## src/design/pls_pkg.sv

```systemverilog
`default_nettype none

package pls_pkg;

   // list bound and fixed field widths
   localparam int PLS_CAPACITY = 32;
   localparam int PLS_VALUE_W  = 32;
   localparam int PLS_POS_W    = 7;
   localparam int PLS_COUNT_W  = 7;
   localparam int PLS_OP_W     = 3;
   localparam int PLS_STATUS_W = 2;

   // request operation codes
   typedef enum logic [PLS_OP_W-1:0] {
      OP_INS_FRONT = 3'd0,
      OP_INS_BACK  = 3'd1,
      OP_INS_POS   = 3'd2,
      OP_DEL_FRONT = 3'd3,
      OP_DEL_BACK  = 3'd4,
      OP_DEL_POS   = 3'd5,
      OP_DISPLAY   = 3'd6,
      OP_UNUSED    = 3'd7
   } op_type;

   // response status codes
   typedef enum logic [PLS_STATUS_W-1:0] {
      ST_OK      = 2'd0,
      ST_INVALID = 2'd1,
      ST_EMPTY   = 2'd2,
      ST_FULL    = 2'd3
   } status_type;

   // sequencer states
   typedef enum logic [2:0] {
      S_IDLE,
      S_SHIFT_RD,
      S_SHIFT_WR,
      S_DISP_RD,
      S_DISP_OUT,
      S_RESPOND
   } state_type;

endpackage

`default_nettype wire

```

## src/design/pls_ram.sv

```systemverilog
`default_nettype none

module pls_ram #(
   parameter int WIDTH = 32,
   parameter int DEPTH = 32
) (
   input  wire logic                     clock,
   input  wire logic                     wr_en,
   input  wire logic [$clog2(DEPTH)-1:0] wr_addr,
   input  wire logic [WIDTH-1:0]         wr_data,
   input  wire logic                     rd_en,
   input  wire logic [$clog2(DEPTH)-1:0] rd_addr,
   output logic      [WIDTH-1:0]         rd_data
);

   logic [WIDTH-1:0] mem_ff [DEPTH];
   logic [WIDTH-1:0] rd_data_ff;

   // one write port, registered read held while not enabled
   always_ff @(posedge clock) begin
      if (wr_en) begin
         mem_ff[wr_addr] <= wr_data;
      end
      if (rd_en) begin
         rd_data_ff <= mem_ff[rd_addr];
      end
   end

   assign rd_data = rd_data_ff;

endmodule

`default_nettype wire

```

## src/design/positional_list_store.sv

```systemverilog
// Bounded ordered list of signed 32-bit values addressed by 1-based positions.
// Request channel (req_*): tuser carries the operation, tdata the value and
// the position. Response channel (rsp_*): tdata carries status, element and
// count, tuser marks a displayed element, tlast marks the final response of
// a request. Insert and delete give one response; display gives one response
// per element (one empty response for an empty list).
// The block takes one request at a time; req_tready is low until the last
// response of the current request has been loaded into the output register.
// Elements live in a single-port-read, single-port-write RAM; moving them
// goes through one index adder, each element read and then written back.
// An error or an empty display goes straight to the response; a display
// reads each element from the RAM before loading it into the output register.
// The next request is taken in the cycle after the last load.
// Reset empties the list at once (no clearing pass).
// When the receiver stalls, the response stays in the output register and
// the sequencer waits before loading the next one.
`default_nettype none

module positional_list_store
   import pls_pkg::*;
#(
   parameter int CAPACITY = PLS_CAPACITY
) (
   input  wire logic        clock,
   input  wire logic        reset,
   input  wire logic        req_tvalid,
   output logic             req_tready,
   input  wire logic [39:0] req_tdata,  // value[31:0], position[38:32], zero pad
   input  wire logic [2:0]  req_tuser,  // operation[2:0]
   output logic             rsp_tvalid,
   input  wire logic        rsp_tready,
   output logic [47:0]      rsp_tdata,  // status[1:0], element[33:2], count[40:34]
   output logic             rsp_tuser,  // element_valid
   output logic             rsp_tlast   // last
);

   localparam int ADDR_W = $clog2(CAPACITY);
   localparam int CNT_W  = $clog2(CAPACITY + 1);

   // request fields
   op_type                        req_op;
   logic signed [PLS_VALUE_W-1:0] req_value;
   logic [PLS_POS_W-1:0]          req_position;

   assign req_op       = op_type'(req_tuser);
   assign req_value    = req_tdata[31:0];
   assign req_position = req_tdata[38:32];

   // sequencer and list state
   state_type                     state_ff, state_in;
   logic [CNT_W-1:0]              count_ff, count_in;
   logic [CNT_W-1:0]              idx_ff, idx_in;
   logic [CNT_W-1:0]              target_ff, target_in;
   logic                          insert_ff, insert_in;
   logic signed [PLS_VALUE_W-1:0] value_ff, value_in;
   status_type                    status_ff, status_in;

   // output register
   logic                          rsp_valid_ff, rsp_valid_in;
   status_type                    rsp_status_ff, rsp_status_in;
   logic signed [PLS_VALUE_W-1:0] rsp_element_ff, rsp_element_in;
   logic                          rsp_evalid_ff, rsp_evalid_in;
   logic [CNT_W-1:0]              rsp_count_ff, rsp_count_in;
   logic                          rsp_last_ff, rsp_last_in;

   // ram port
   logic                   ram_wr_en;
   logic [ADDR_W-1:0]      ram_wr_addr;
   logic [PLS_VALUE_W-1:0] ram_wr_data;
   logic                   ram_rd_en;
   logic [ADDR_W-1:0]      ram_rd_addr;
   logic [PLS_VALUE_W-1:0] ram_rd_data;

   // shared index unit and compares
   logic [CNT_W-1:0] step;
   logic             more_shift;
   logic             out_free;
   logic             load_rsp;
   logic             req_accept;
   logic [7:0]       pos_ext;
   logic [7:0]       cnt_ext;
   logic             ins_pos_ok;
   logic             del_pos_ok;
   logic             is_full;
   logic             is_empty;
   logic [CNT_W-1:0] pos_index;

   assign step       = insert_ff ? (idx_ff - CNT_W'(1)) : (idx_ff + CNT_W'(1));
   assign more_shift = insert_ff ? (idx_ff > target_ff) : (step < count_ff);
   assign out_free   = !rsp_valid_ff || rsp_tready;
   assign req_accept = req_tvalid && req_tready;
   assign req_tready = (state_ff == S_IDLE);

   assign pos_ext    = {1'b0, req_position};
   assign cnt_ext    = 8'(count_ff);
   assign ins_pos_ok = (req_position != '0) && (pos_ext <= cnt_ext + 8'd1);
   assign del_pos_ok = (req_position != '0) && (pos_ext <= cnt_ext);
   assign is_full    = (cnt_ext >= 8'(CAPACITY));
   assign is_empty   = (count_ff == '0);
   assign pos_index  = CNT_W'(req_position - PLS_POS_W'(1));

   // state register
   always_ff @(posedge clock) begin
      if (reset) begin
         state_ff     <= S_IDLE;
         count_ff     <= '0;
         rsp_valid_ff <= 1'b0;
      end else begin
         state_ff     <= state_in;
         count_ff     <= count_in;
         rsp_valid_ff <= rsp_valid_in;
      end
   end

   // working and response payload
   always_ff @(posedge clock) begin
      idx_ff         <= idx_in;
      target_ff      <= target_in;
      insert_ff      <= insert_in;
      value_ff       <= value_in;
      status_ff      <= status_in;
      rsp_status_ff  <= rsp_status_in;
      rsp_element_ff <= rsp_element_in;
      rsp_evalid_ff  <= rsp_evalid_in;
      rsp_count_ff   <= rsp_count_in;
      rsp_last_ff    <= rsp_last_in;
   end

   // sequencer next state and outputs
   always_comb begin
      state_in       = state_ff;
      count_in       = count_ff;
      idx_in         = idx_ff;
      target_in      = target_ff;
      insert_in      = insert_ff;
      value_in       = value_ff;
      status_in      = status_ff;
      load_rsp       = 1'b0;
      rsp_status_in  = rsp_status_ff;
      rsp_element_in = rsp_element_ff;
      rsp_evalid_in  = rsp_evalid_ff;
      rsp_count_in   = rsp_count_ff;
      rsp_last_in    = rsp_last_ff;
      ram_wr_en      = 1'b0;
      ram_wr_addr    = idx_ff[ADDR_W-1:0];
      ram_wr_data    = ram_rd_data;
      ram_rd_en      = 1'b0;
      ram_rd_addr    = step[ADDR_W-1:0];

      unique case (state_ff)
         S_IDLE: begin
            if (req_accept) begin
               value_in  = req_value;
               status_in = ST_OK;
               state_in  = S_RESPOND;
               case (req_op)
                  OP_INS_FRONT, OP_INS_BACK, OP_INS_POS: begin
                     insert_in = 1'b1;
                     idx_in    = count_ff;
                     if (req_op == OP_INS_FRONT) begin
                        target_in = '0;
                     end else if (req_op == OP_INS_BACK) begin
                        target_in = count_ff;
                     end else begin
                        target_in = pos_index;
                     end
                     if (req_op == OP_INS_POS && !ins_pos_ok) begin
                        status_in = ST_INVALID;
                     end else if (is_full) begin
                        status_in = ST_FULL;
                     end else begin
                        state_in = S_SHIFT_RD;
                     end
                  end
                  OP_DEL_FRONT, OP_DEL_BACK, OP_DEL_POS: begin
                     insert_in = 1'b0;
                     if (req_op == OP_DEL_FRONT) begin
                        idx_in = '0;
                     end else if (req_op == OP_DEL_BACK) begin
                        idx_in = count_ff - CNT_W'(1);
                     end else begin
                        idx_in = pos_index;
                     end
                     if (is_empty) begin
                        status_in = ST_EMPTY;
                     end else if (req_op == OP_DEL_POS && !del_pos_ok) begin
                        status_in = ST_INVALID;
                     end else begin
                        state_in = S_SHIFT_RD;
                     end
                  end
                  OP_DISPLAY: begin
                     idx_in = '0;
                     if (!is_empty) begin
                        state_in = S_DISP_RD;
                     end
                  end
                  default: begin
                     status_in = ST_INVALID;
                  end
               endcase
            end
         end
         S_SHIFT_RD: begin
            if (more_shift) begin
               ram_rd_en = 1'b1;
               state_in  = S_SHIFT_WR;
            end else if (insert_ff) begin
               // drop the new value into the opened slot
               ram_wr_en   = 1'b1;
               ram_wr_addr = target_ff[ADDR_W-1:0];
               ram_wr_data = value_ff;
               count_in    = count_ff + CNT_W'(1);
               state_in    = S_RESPOND;
            end else begin
               count_in = count_ff - CNT_W'(1);
               state_in = S_RESPOND;
            end
         end
         S_SHIFT_WR: begin
            ram_wr_en = 1'b1;
            idx_in    = step;
            state_in  = S_SHIFT_RD;
         end
         S_DISP_RD: begin
            ram_rd_en   = 1'b1;
            ram_rd_addr = idx_ff[ADDR_W-1:0];
            state_in    = S_DISP_OUT;
         end
         S_DISP_OUT: begin
            if (out_free) begin
               load_rsp       = 1'b1;
               rsp_status_in  = ST_OK;
               rsp_element_in = ram_rd_data;
               rsp_evalid_in  = 1'b1;
               rsp_count_in   = count_ff;
               rsp_last_in    = ((idx_ff + CNT_W'(1)) == count_ff);
               if (rsp_last_in) begin
                  state_in = S_IDLE;
               end else begin
                  idx_in   = idx_ff + CNT_W'(1);
                  state_in = S_DISP_RD;
               end
            end
         end
         S_RESPOND: begin
            if (out_free) begin
               load_rsp       = 1'b1;
               rsp_status_in  = status_ff;
               rsp_element_in = '0;
               rsp_evalid_in  = 1'b0;
               rsp_count_in   = count_ff;
               rsp_last_in    = 1'b1;
               state_in       = S_IDLE;
            end
         end
         default: begin
            state_in = S_IDLE;
         end
      endcase

      // output register valid
      if (load_rsp) begin
         rsp_valid_in = 1'b1;
      end else if (rsp_tready) begin
         rsp_valid_in = 1'b0;
      end else begin
         rsp_valid_in = rsp_valid_ff;
      end
   end

   // element storage
   pls_ram #(
      .WIDTH(PLS_VALUE_W),
      .DEPTH(CAPACITY)
   ) u_pls_ram (
      .clock  (clock),
      .wr_en  (ram_wr_en),
      .wr_addr(ram_wr_addr),
      .wr_data(ram_wr_data),
      .rd_en  (ram_rd_en),
      .rd_addr(ram_rd_addr),
      .rd_data(ram_rd_data)
   );

   // response ports
   assign rsp_tvalid = rsp_valid_ff;
   assign rsp_tdata  = {7'd0, PLS_COUNT_W'(rsp_count_ff), rsp_element_ff, rsp_status_ff};
   assign rsp_tuser  = rsp_evalid_ff;
   assign rsp_tlast  = rsp_last_ff;

   // list never grows past its bound
   a_count_bound: assert property (@(posedge clock) disable iff (reset)
      (CNT_W + 1)'(count_ff) <= (CNT_W + 1)'(CAPACITY))
      else $error("element count above capacity");

   // count moves by at most one per request
   a_count_step: assert property (@(posedge clock) disable iff (reset)
      (count_ff != $past(count_ff)) |->
         (count_ff == $past(count_ff) + CNT_W'(1) ||
          count_ff == $past(count_ff) - CNT_W'(1)))
      else $error("element count jumped");

   // an accepted request always starts the sequencer
   a_accept_busy: assert property (@(posedge clock) disable iff (reset)
      req_accept |=> (state_ff != S_IDLE))
      else $error("request accepted without leaving idle");

   // displayed elements only come from a non-empty list
   a_disp_nonempty: assert property (@(posedge clock) disable iff (reset)
      (rsp_valid_ff && rsp_evalid_ff) |-> (rsp_count_ff != '0))
      else $error("displayed element from empty list");

   // the ram is never written while idle
   a_idle_no_write: assert property (@(posedge clock) disable iff (reset)
      (state_ff == S_IDLE) |-> !ram_wr_en)
      else $error("ram write while idle");

endmodule

`default_nettype wire

```

## config.mk

```make
export PLATFORM = sky130hd
export DESIGN_NAME = positional_list_store
export DESIGN_NICKNAME = d
export VERILOG_FILES = /design/src/design/pls_pkg.sv /design/src/design/pls_ram.sv /design/src/design/positional_list_store.sv
export SDC_FILE = /design/constraint.sdc
export NUM_CORES = 1
export LEC_CHECK = 0
export BUFFER_PORTS_ARGS = -buffer_cell sky130_fd_sc_hd__buf_2
export CAP_MARGIN = 20
export CORE_MARGIN = 3
export CORE_UTILIZATION = 54
export CTS_BUF_LIST = sky130_fd_sc_hd__clkbuf_8
export CTS_CLUSTER_DIAMETER = 40
export DETAILED_ROUTE_END_ITERATION = 10
export GPL_ROUTABILITY_DRIVEN = 0
export GPL_TIMING_DRIVEN = 0
export PLACE_DENSITY = 0.7
export SYNTH_ARGS = -nofsm -noshare
export SYNTH_HDL_FRONTEND = slang
export SYNTH_SLANG_ARGS = --single-unit
export TNS_END_PERCENT = 20
```

## constraint.sdc

```tcl
create_clock -name clock -period 6.2 [get_ports clock]
set_clock_uncertainty 0.1 [all_clocks]
set_input_delay 1.24 -clock clock [delete_from_list [all_inputs] [get_ports clock]]
set_output_delay 1.24 -clock clock [all_outputs]
set_load 0.05 [all_outputs]
```

# Word-level counts from Yosys, hierarchy flattened
# Memory sizes are Yosys's and may differ from the RTL's. A register that Yosys moved wholly into a read port is not among the register bits.
# Index checks and enable logic that the tools add are counted.
# Widths: inputs -> output; s select.
[totals] rom_bits=0 out_inout_bits=52 register_bits=99 mem_count=1 ramBits=1024 latch_bits=0 elab_cells=129 input_bits=47
[memory_table] name="u_pls_ram.mem_ff" words=32 word_bits=32 read_ports=1 rd_clocked_by_memory_dff=1 write_ports=1 line_no="pls_ram.sv:16" source="logic [WIDTH-1:0] mem_ff [DEPTH];"
[classes] addsub=6 eq_ne=17 mul=0 n_mux=58 reduce_logical=28 bitwise_logic=1 div_mod_pow=0 n_shift=0 magnitude_cmp=5
[ops] cell="$mux 32" n=5
[ops] cell="$pmux 32 s2" n=1
[ops] cell="$mux 6" n=8
[ops] cell="$pmux 6 s3" n=2
[ops] cell="$mux 3" n=9
[ops] cell="$mux 5" n=4
[ops] cell="$pmux 3 s6" n=1
[ops] cell="$sub 6x1->6 const B" n=3
[ops] cell="$eq 3x3->1 const B" n=5
[ops] cell="$mux 1" n=14
[ops] cell="$add 6x1->6 const B" n=2
[ops] cell="$eq 3x2->1 const B" n=4
[ops] cell="$mux 2" n=6
[ops] cell="$reduce_and 3->1" n=4
[ops] cell="$pmux 1 s2" n=5
[ops] cell="$pmux 3 s3" n=1
[ops] cell="$add 6x1->7 const B" n=1
[ops] cell="$le 7x6->1" n=1
[ops] cell="$le 7x7->1" n=1
[ops] cell="$reduce_bool 7->1" n=1
[ops] cell="$eq 3x1->1 const B" n=2
[ops] cell="$eq 6x6->1" n=1
[ops] cell="$ge 6x6->1 const B" n=1
[ops] cell="$gt 6x6->1" n=1
[ops] cell="other kinds (18)" n=32

# Depth between registers and ports, before layout
# Gate-level depths: netlist of the first run.
[depth] ltp_word=9 ltp_mapped=16

# Cells and area by module
# From an unflattened synthesis of the first run, not the netlist that was laid out.
[unflattened] cells_unflattened=2804 hier_area_um2=46742.3
[by_module_without_submodules] module="pls_ram" seq_area_each_um2=31710.4 area_each_um2=40812.9 cells_per_inst=2260 instances=1
[by_module_without_submodules] module="positional_list_store" seq_area_each_um2=2872.8 area_each_um2=5929.4 cells_per_inst=544 instances=1

# Worst setup path before layout of the first run
# Ideal clock, no wire load.
[synth_path] kind="register to register" start="reg idx_ff[0]" end="reg u_pls_ram.rd_data_ff[0] (netlist: u_pls_ram.rd_data[0]) (read register of u_pls_ram.mem_ff) (enable)" path_buffers=3 setup_slack_ps=1426 setup_time_ps=432 arrival_time_ps=4242 path_stages_with_launch=13 t_required_ps=5668 path_cell_list="edfxtp_1 -> buf_2 -> or4b_4 -> nand2_1 -> buf_2 -> clkbuf_1 -> xor2_1 -> ha_1 -> o21ai_0 -> a21oi_1 -> o31ai_1 -> a32oi_1 -> a21oi_1"
[synth_between] elab_chain_len=6
[synth_rtl] item="from (decl)" line_no="positional_list_store.sv:52" source="logic [CNT_W-1:0] idx_ff, idx_in;"
[synth_rtl] item="from (signal assigned)" line_no="positional_list_store.sv:117" source="idx_ff <= idx_in;"
[synth_rtl] item="$add 6x1->6 / $sub 6x1->6 (equally long branches)" line_no="positional_list_store.sv:88" source="assign step = insert_ff ? (idx_ff - CNT_W'(1)) : (idx_ff + CNT_W'(1));"
[synth_rtl] item="$mux 6" line_no="positional_list_store.sv:88"
[synth_rtl] item="$lt 6x6->1" line_no="positional_list_store.sv:89" source="assign more_shift = insert_ff ? (idx_ff > target_ff) : (step < count_ff);"
[synth_rtl] item="$mux 1 *" line_no="positional_list_store.sv:89"
[synth_rtl] item="$mux 1 *" line_no="positional_list_store.sv:205" source="if (more_shift) begin"
[synth_rtl] item="$pmux 1 s2 *" line_no="positional_list_store.sv:150" source="unique case (state_ff)"
[synth_rtl] item="via ram_rd_en" line_no="positional_list_store.sv:70" source="logic ram_rd_en;"
[synth_rtl] item="to (decl)" line_no="pls_ram.sv:17" source="logic [WIDTH-1:0] rd_data_ff;"
# The timed path passes the listed nets; every way through them passes the cells marked *.
# A chain may end at the register's enable or synchronous reset.

# Worst setup path in the final report of the first run
[layout_path] start="reg idx_ff[0]" end="mem u_pls_ram.mem_ff[27][9] (enable)"
[layout_between] elab_chain_len=8
[layout_rtl] item="$add 6x1->6 / $sub 6x1->6 (equally long branches)" line_no="positional_list_store.sv:88"
[layout_rtl] item="$mux 6" line_no="positional_list_store.sv:88"
[layout_rtl] item="$lt 6x6->1" line_no="positional_list_store.sv:89"
[layout_rtl] item="$mux 1" line_no="positional_list_store.sv:89"
[layout_rtl] item="$mux 1" line_no="positional_list_store.sv:205"
[layout_rtl] item="$pmux 1 s2" line_no="positional_list_store.sv:150"
[layout_rtl] item="$mux 1" line_no="pls_ram.sv:21" source="if (wr_en) begin"
[layout_rtl] item="$mux 1 (implied by the code)" line_no="pls_ram.sv:22" source="mem_ff[wr_addr] <= wr_data;"
[layout_rtl] item="to (decl)" line_no="pls_ram.sv:16"
# Several ways; a longest one is shown, not always the timed one.

==> impl_metrics.json, run 1 <==
{
  "clockRootBuffer": "clkbuf_8",
  "avgSynthCellArea_um2": 18.38,
  "switchingPower_mw": 10.50,
  "powerDensity_mw_per_mm2": 515.9,
  "drive_gt1_share_pct": 22.44,
  "synth_top_family_by_area": "multiplexers",
  "first_pass_iters": 7,
  "synth_compound_area_share_pct": 5.656,
  "synth_mux_area_share_pct": 14.27,
  "die_y_um": 302.0,
  "syn_area_mm2": 0.04730,
  "async_flop_share_pct": 0,
  "synthAdderAreaFrac_pct": 0.8200,
  "crit_type": "flop to flop",
  "core_area_mm2": 0.08595,
  "rows": 107,
  "grt_pass1_wl_mm": 179.5,
  "peakVddDrop_v": 0.0002797,
  "worstPathArrival_ns": 5.99,
  "start_kind": "flop",
  "yosys_most_used_dff": "edfxtp_1",
  "clockBufferDepth": 3,
  "cp.required_ns": 6.65,
  "hold_buffers": 0,
  "synth_edf_count": 1145,
  "mostFrequentLayoutCell": "edfxtp_1",
  "maxCapViolations": 0,
  "post-cts-setup-buffers": 0,
  "ios": 99,
  "max_slew_margin_pct": 21.36,
  "h-tree-depth": 4,
  "drtIter0Drc": 3383,
  "wl_mm": 121.9,
  "leakage_nw": 17.54,
  "clk_pin_slew_ns": 0.06,
  "synthDistinctLibCells": 60,
  "endpoint_kind": "flop",
  "hold_violations": 0,
  "syn2layout_area_growth_pct": 13.32,
  "internal_power_mw": 17.15,
  "wl_per_cell_um": 29.24,
  "portBuffers": 86,
  "ys_ff_latch": 1155,
  "viasPerCell": 6.478,
  "grt_usage_pct": 27.05,
  "clock_latency_ns": 0.84,
  "p_sw_share_pct": 37.97,
  "p_total_mw": 27.65,
  "tritoncts": "built",
  "die_area_mm2": 0.09118,
  "holdCritPathClass": "flop to flop",
  "antenna_found_initial": 2,
  "grt_remaining_overflow": 0,
  "power_frac_clock_pct": 21.3,
  "synth-simple-area-share_pct": 3.656,
  "grtUsageMet1_pct": 36.17,
  "seqPwrFrac_pct": 37.6,
  "grt_max_degree": 33,
  "fin_crit_ns": 5.537,
  "combPwrFrac_pct": 41.1,
  "timing.final.crit_share_pct": 89.31,
  "synth-xor-area-share_pct": 0.5582,
  "grt_use_met2_pct": 42.98,
  "finalSetupViolCount": 0,
  "vias": 27000,
  "hold_ws_ns": 0.3227,
  "rsz0062_at_grt": "false",
  "status": "finished clean",
  "drc": 0,
  "crit_fanout": 19,
  "worst_slew_pin_slew_ns": 1.147,
  "final_cell_mix": "edfxtp_1, mux2i_1, mux4_2",
  "max_freq_mhz": 180.6,
  "grt_pass1_vias": 27680,
  "cts.sinks": 1155,
  "initial_core_util_pct": 55.03,
  "maxSlewViolCount": 0,
  "ys_seq_area_share_pct": 73.12,
  "numCtsBuffers": 181,
  "grtUsageMet3_pct": 6.833,
  "syn_inst": 2573,
  "ys_warn_count": 0,
  "hpwlAfterDp_mm": 79.47,
  "cts_resized": 0,
  "final_antenna_net_count": 0,
  "final_nets": 2969,
  "busiest_layer": "met2",
  "die_w_um": 302.0
}
[critical path: stages (launching register included)]
cell	delay, ns
edfxtp_1	0.40
buf_2	0.27
clkbuf_1	0.46
inv_1	0.23
ha_1	0.25
inv_1	0.06
a21oi_1	0.08
o21ai_0	0.14
a31oi_1	0.09
o211ai_1	0.62
buf_4	0.29
clkbuf_1	0.59
mux2i_1	1.01
nor2_4	0.34
buf_12	0.29
[cell type report]
type | instances | area [µm²]
Buffer | 175 | 797.0
Tap cell | 1144 | 1431
Fill cell | 5962 | 32350
Timing Repair Buffer | 128 | 1309
Sequential cell | 1155 | 34580
Inverter | 29 | 108.9
Clock inverter | 131 | 758.2
Clock buffer | 183 | 2519
Multi-Input combinational cell | 1221 | 12090
Antenna cell | 2 | 5.005
[flip-flops by register name, indices dropped and copies added, names as in the netlist]
signal,cells
state_ff,3
u_pls_ram.mem_ff,1024
rsp_tvalid,1
status_ff,2
rsp_tuser,1
insert_ff,1
rsp_tlast,1
rsp_status_ff,2
value_ff,32
rsp_element_ff,32
target_ff,6
u_pls_ram.rd_data,32
count_ff,6
rsp_count_ff,6
idx_ff,6
[through the flow]
stage               std cells  util [%]  setup TNS, ns  instance area [µm²]  setup WS, ns
floorplan                2580         -              0                47330         1.426
global placement         3810     57.23       -1098.42                49190        -1.474
detailed placement       3847     58.49              0                50270        0.6640
CTS                      4161     62.30              0                53550        0.6387
global route             4167     62.36              0                53600        0.4502
finish                   4168     62.36              0                53600        0.6630
[per-layer routing]
layer	routed length [µm]	vias to the layer above
met5	13	-
met4	4451	2
met3	12280	284
met2	58780	1642
met1	46350	13820
li1	-	11250
[synth_stat cells (all sizes together), types with 3 or more instances]
cell        n  share of area [%]
a2111oi    34               0.63
a211oi      3              0.048
a21oi      32               0.35
a221oi     32               0.59
a22oi       6              0.095
a31oi      34               0.45
a32o       32               0.68
a32oi       6               0.11
and2       35               0.46
and3        6              0.079
buf        90               0.99
clkbuf     85               0.69
dfxtp      10               0.42
edfxtp   1145                 73
ha         31               0.82
inv        29               0.23
mux2       35               0.83
mux2i     203                4.3
mux4      192                9.1
nand2     111               0.88
nand2b      5              0.066
nand3      24               0.25
nand3b      3              0.048
nand4b      3              0.056
nor2       67               0.53
nor2b      34               0.45
nor3       54               0.57
nor3b       4              0.063
o211ai      5              0.079
o21ai      28               0.30
o221ai     35               0.65
o22ai     102                1.3
o31ai       3              0.048
xnor2      19               0.39
xor2        9               0.17
[path summary, 6_finish.rpt]
check	startpoint	endpoint	slack [ns]	cells past startpoint
worst max-delay path	idx_ff[0]	u_pls_ram.mem_ff[27][9]	0.66	14
worst min-delay path	count_ff[3]	rsp_count_ff[3]	0.32	0
worst max register to register	idx_ff[0]	u_pls_ram.mem_ff[27][9]	0.66	14
worst min register to register	count_ff[3]	rsp_count_ff[3]	0.32	0
[power by group through the flow]
stage / Clock, mW / Combinational [mW] / Sequential (mW)
global route: 6.35 / 11.9 / 10.4
detailed placement: 0 / 11.1 / 10.6
floorplan: 0 / 6.91 / 10.8
CTS: 5.97 / 11.2 / 10.4
finish: 5.89 / 11.4 / 10.4
global placement: 0 / 10.7 / 10.6
[kinds of logic after synthesis]
kind of cell | after synthesis
flip-flops | 1155
multiplexers | 430
AO/OA/AOI/OAI | 367
AND/OR/NAND/NOR | 357
buffers and inverters | 204
adder cells (fa/ha/maj) | 31
XOR/XNOR | 28
other | 1
Note: power is estimated with default switching activity, not from simulation.
==> inputs of run 2 (changes only) <==
--- a/config.mk
+++ b/config.mk
@@ -8,13 +8,13 @@
 export BUFFER_PORTS_ARGS = -buffer_cell sky130_fd_sc_hd__buf_2
 export CAP_MARGIN = 20
 export CORE_MARGIN = 3
-export CORE_UTILIZATION = 54
+export CORE_UTILIZATION = 60
 export CTS_BUF_LIST = sky130_fd_sc_hd__clkbuf_8
 export CTS_CLUSTER_DIAMETER = 40
 export DETAILED_ROUTE_END_ITERATION = 10
 export GPL_ROUTABILITY_DRIVEN = 0
 export GPL_TIMING_DRIVEN = 0
-export PLACE_DENSITY = 0.7
+export PLACE_DENSITY = 0.77
 export SYNTH_ARGS = -nofsm -noshare
 export SYNTH_HDL_FRONTEND = slang
 export SYNTH_SLANG_ARGS = --single-unit
==> impl_metrics.json, run 2 (synthesis results as in run 1) <==
{
  "regMostFlops": "u_pls_ram.mem_ff",
  "maxSlewViolCount": 0,
  "h-tree-depth": 4,
  "worst_slew_pin_slew_ns": 1.133,
  "finalSetupViolCount": 0,
  "worstPathArrival_ns": 6.16,
  "initial_core_util_pct": 60.86,
  "post-cts-setup-buffers": 0,
  "p_sw_share_pct": 37.81,
  "hpwlAfterDp_mm": 79.07,
  "grt_pass1_wl_mm": 176.4,
  "final_cell_mix": "edfxtp_1, mux2i_1, mux4_2",
  "portBuffers": 86,
  "wl_mm": 119.8,
  "power_frac_clock_pct": 21.0,
  "clk_pin_slew_ns": 0.06,
  "cp.required_ns": 6.64,
  "clockBufferDepth": 3,
  "holdCritPathClass": "flop to flop",
  "leakage_nw": 17.49,
  "mostFrequentLayoutCell": "edfxtp_1",
  "die_w_um": 286.8,
  "final_antenna_net_count": 0,
  "grt_max_degree": 35,
  "peakVddDrop_v": 0.0003148,
  "combPwrFrac_pct": 41.0,
  "status": "finished clean",
  "powerDensity_mw_per_mm2": 514.0,
  "final_nets": 2960,
  "syn2layout_area_growth_pct": 12.72,
  "drc": 0,
  "seqPwrFrac_pct": 38.0,
  "largest_reg_flops": 1024,
  "crit_type": "flop to flop",
  "vias": 27380,
  "tns_ns": 0,
  "die_area_mm2": 0.08224,
  "grt_usage_pct": 29.34,
  "timing.final.crit_share_pct": 92.24,
  "tritoncts": "built",
  "p_total_mw": 27.40,
  "cts_resized": 0,
  "internal_power_mw": 17.04,
  "grt_pass1_vias": 27900,
  "die_y_um": 286.8,
  "drive_gt1_share_pct": 22.41,
  "clock_latency_ns": 0.83,
  "first_pass_iters": 8,
  "maxCapViolations": 0,
  "cts.sinks": 1155,
  "switchingPower_mw": 10.36,
  "clockRootBuffer": "clkbuf_8",
  "crit_fanout": 17,
  "rsz0062_at_grt": "false",
  "antenna_found_initial": 3,
  "max_freq_mhz": 174.9,
  "viasPerCell": 6.761,
  "rows": 102,
  "wl_per_cell_um": 29.58,
  "grt_remaining_overflow": 0,
  "core_area_mm2": 0.07772,
  "fin_crit_ns": 5.719,
  "numCtsBuffers": 174,
  "max_slew_margin_pct": 22.34,
  "hold_violations": 0,
  "ios": 99,
  "drtIter0Drc": 3429,
  "hold_buffers": 0,
  "fin_ws_ns": 0.4813,
  "endpoint_kind": "flop",
  "pre_cts_ws_ns": 0.6092,
  "fillCellCount": 4694,
  "start_kind": "flop"
}
## run 2: changes by cell type in the layout (fill, tap and decap cells not counted), sizes merged
cell / change
buf: -1
clkbuf: -7
clkinv: +4
clkinvlp: -6
diode: -1
inv: -4
## run 2: power by group through the flow
stage / clock (mW) / combinational (mW) / sequential [mW]
finish: 5.75 / 11.2 / 10.4
global route: 6.15 / 11.8 / 10.4
CTS: 5.81 / 11.0 / 10.4
detailed placement: 0 / 11.0 / 10.6
global placement: 0 / 10.5 / 10.6
floorplan: 0 / 6.91 / 10.8
## run 2: worst paths after layout
check	slack, ns	start	end	cells after the start
setup / recovery	0.48	idx_ff[0]	u_pls_ram.mem_ff[9][6]	14
setup reg to reg	0.48	idx_ff[0]	u_pls_ram.mem_ff[9][6]	14
hold reg to reg	0.33	count_ff[5]	rsp_count_ff[5]	0
hold / removal	0.33	count_ff[5]	rsp_count_ff[5]	0
## run 2: worst max-delay path: stages, from the launching register on
cell and delay, ns:
edfxtp_1 0.40, buf_2 0.26, clkbuf_1 0.55, inv_1 0.27, ha_1 0.28, inv_1 0.05, a21oi_1 0.07, o21ai_0 0.20
a31oi_1 0.12, o211ai_1 0.59, buf_6 0.25, clkbuf_1 0.63, mux2i_1 1.01, nor2_4 0.34, buf_16 0.28
## run 2: routing by layer
layer / wire length [µm] / global-route usage [%] / vias to the layer above
met4: 5768 / 14.38 / 4
met3: 12620 / 6.915 / 399
met2: 58050 / 46.97 / 1928
li1: - / - / 11250
met5: 23 / 0 / -
met1: 43310 / 38.36 / 13800
## run 2: layout make-up
type	instances	area [µm²]	share of cell area, %
Sequential cell	1155	34580	64.87
Multi-Input combinational cell	1221	12090	22.67
Clock buffer	177	2436	4.569
Tap cell	1040	1301	2.441
Timing Repair Buffer	126	1270	2.382
Buffer	175	797.0	1.495
Clock inverter	125	726.9	1.363
Inverter	29	108.9	0.2042
Antenna cell	1	2.502	0.004694
## run 2: per-stage QoR
stage	area [µm²]	cells	utilization (%)	hold WS, ns
floorplan	47330	2580	-	0.3064
global placement	49060	3706	63.12	0.3183
detailed placement	50120	3742	64.49	0.3164
CTS	53280	4044	68.56	0.3275
global route	53310	4049	68.60	0.3420
finish	53310	4049	68.60	0.3317
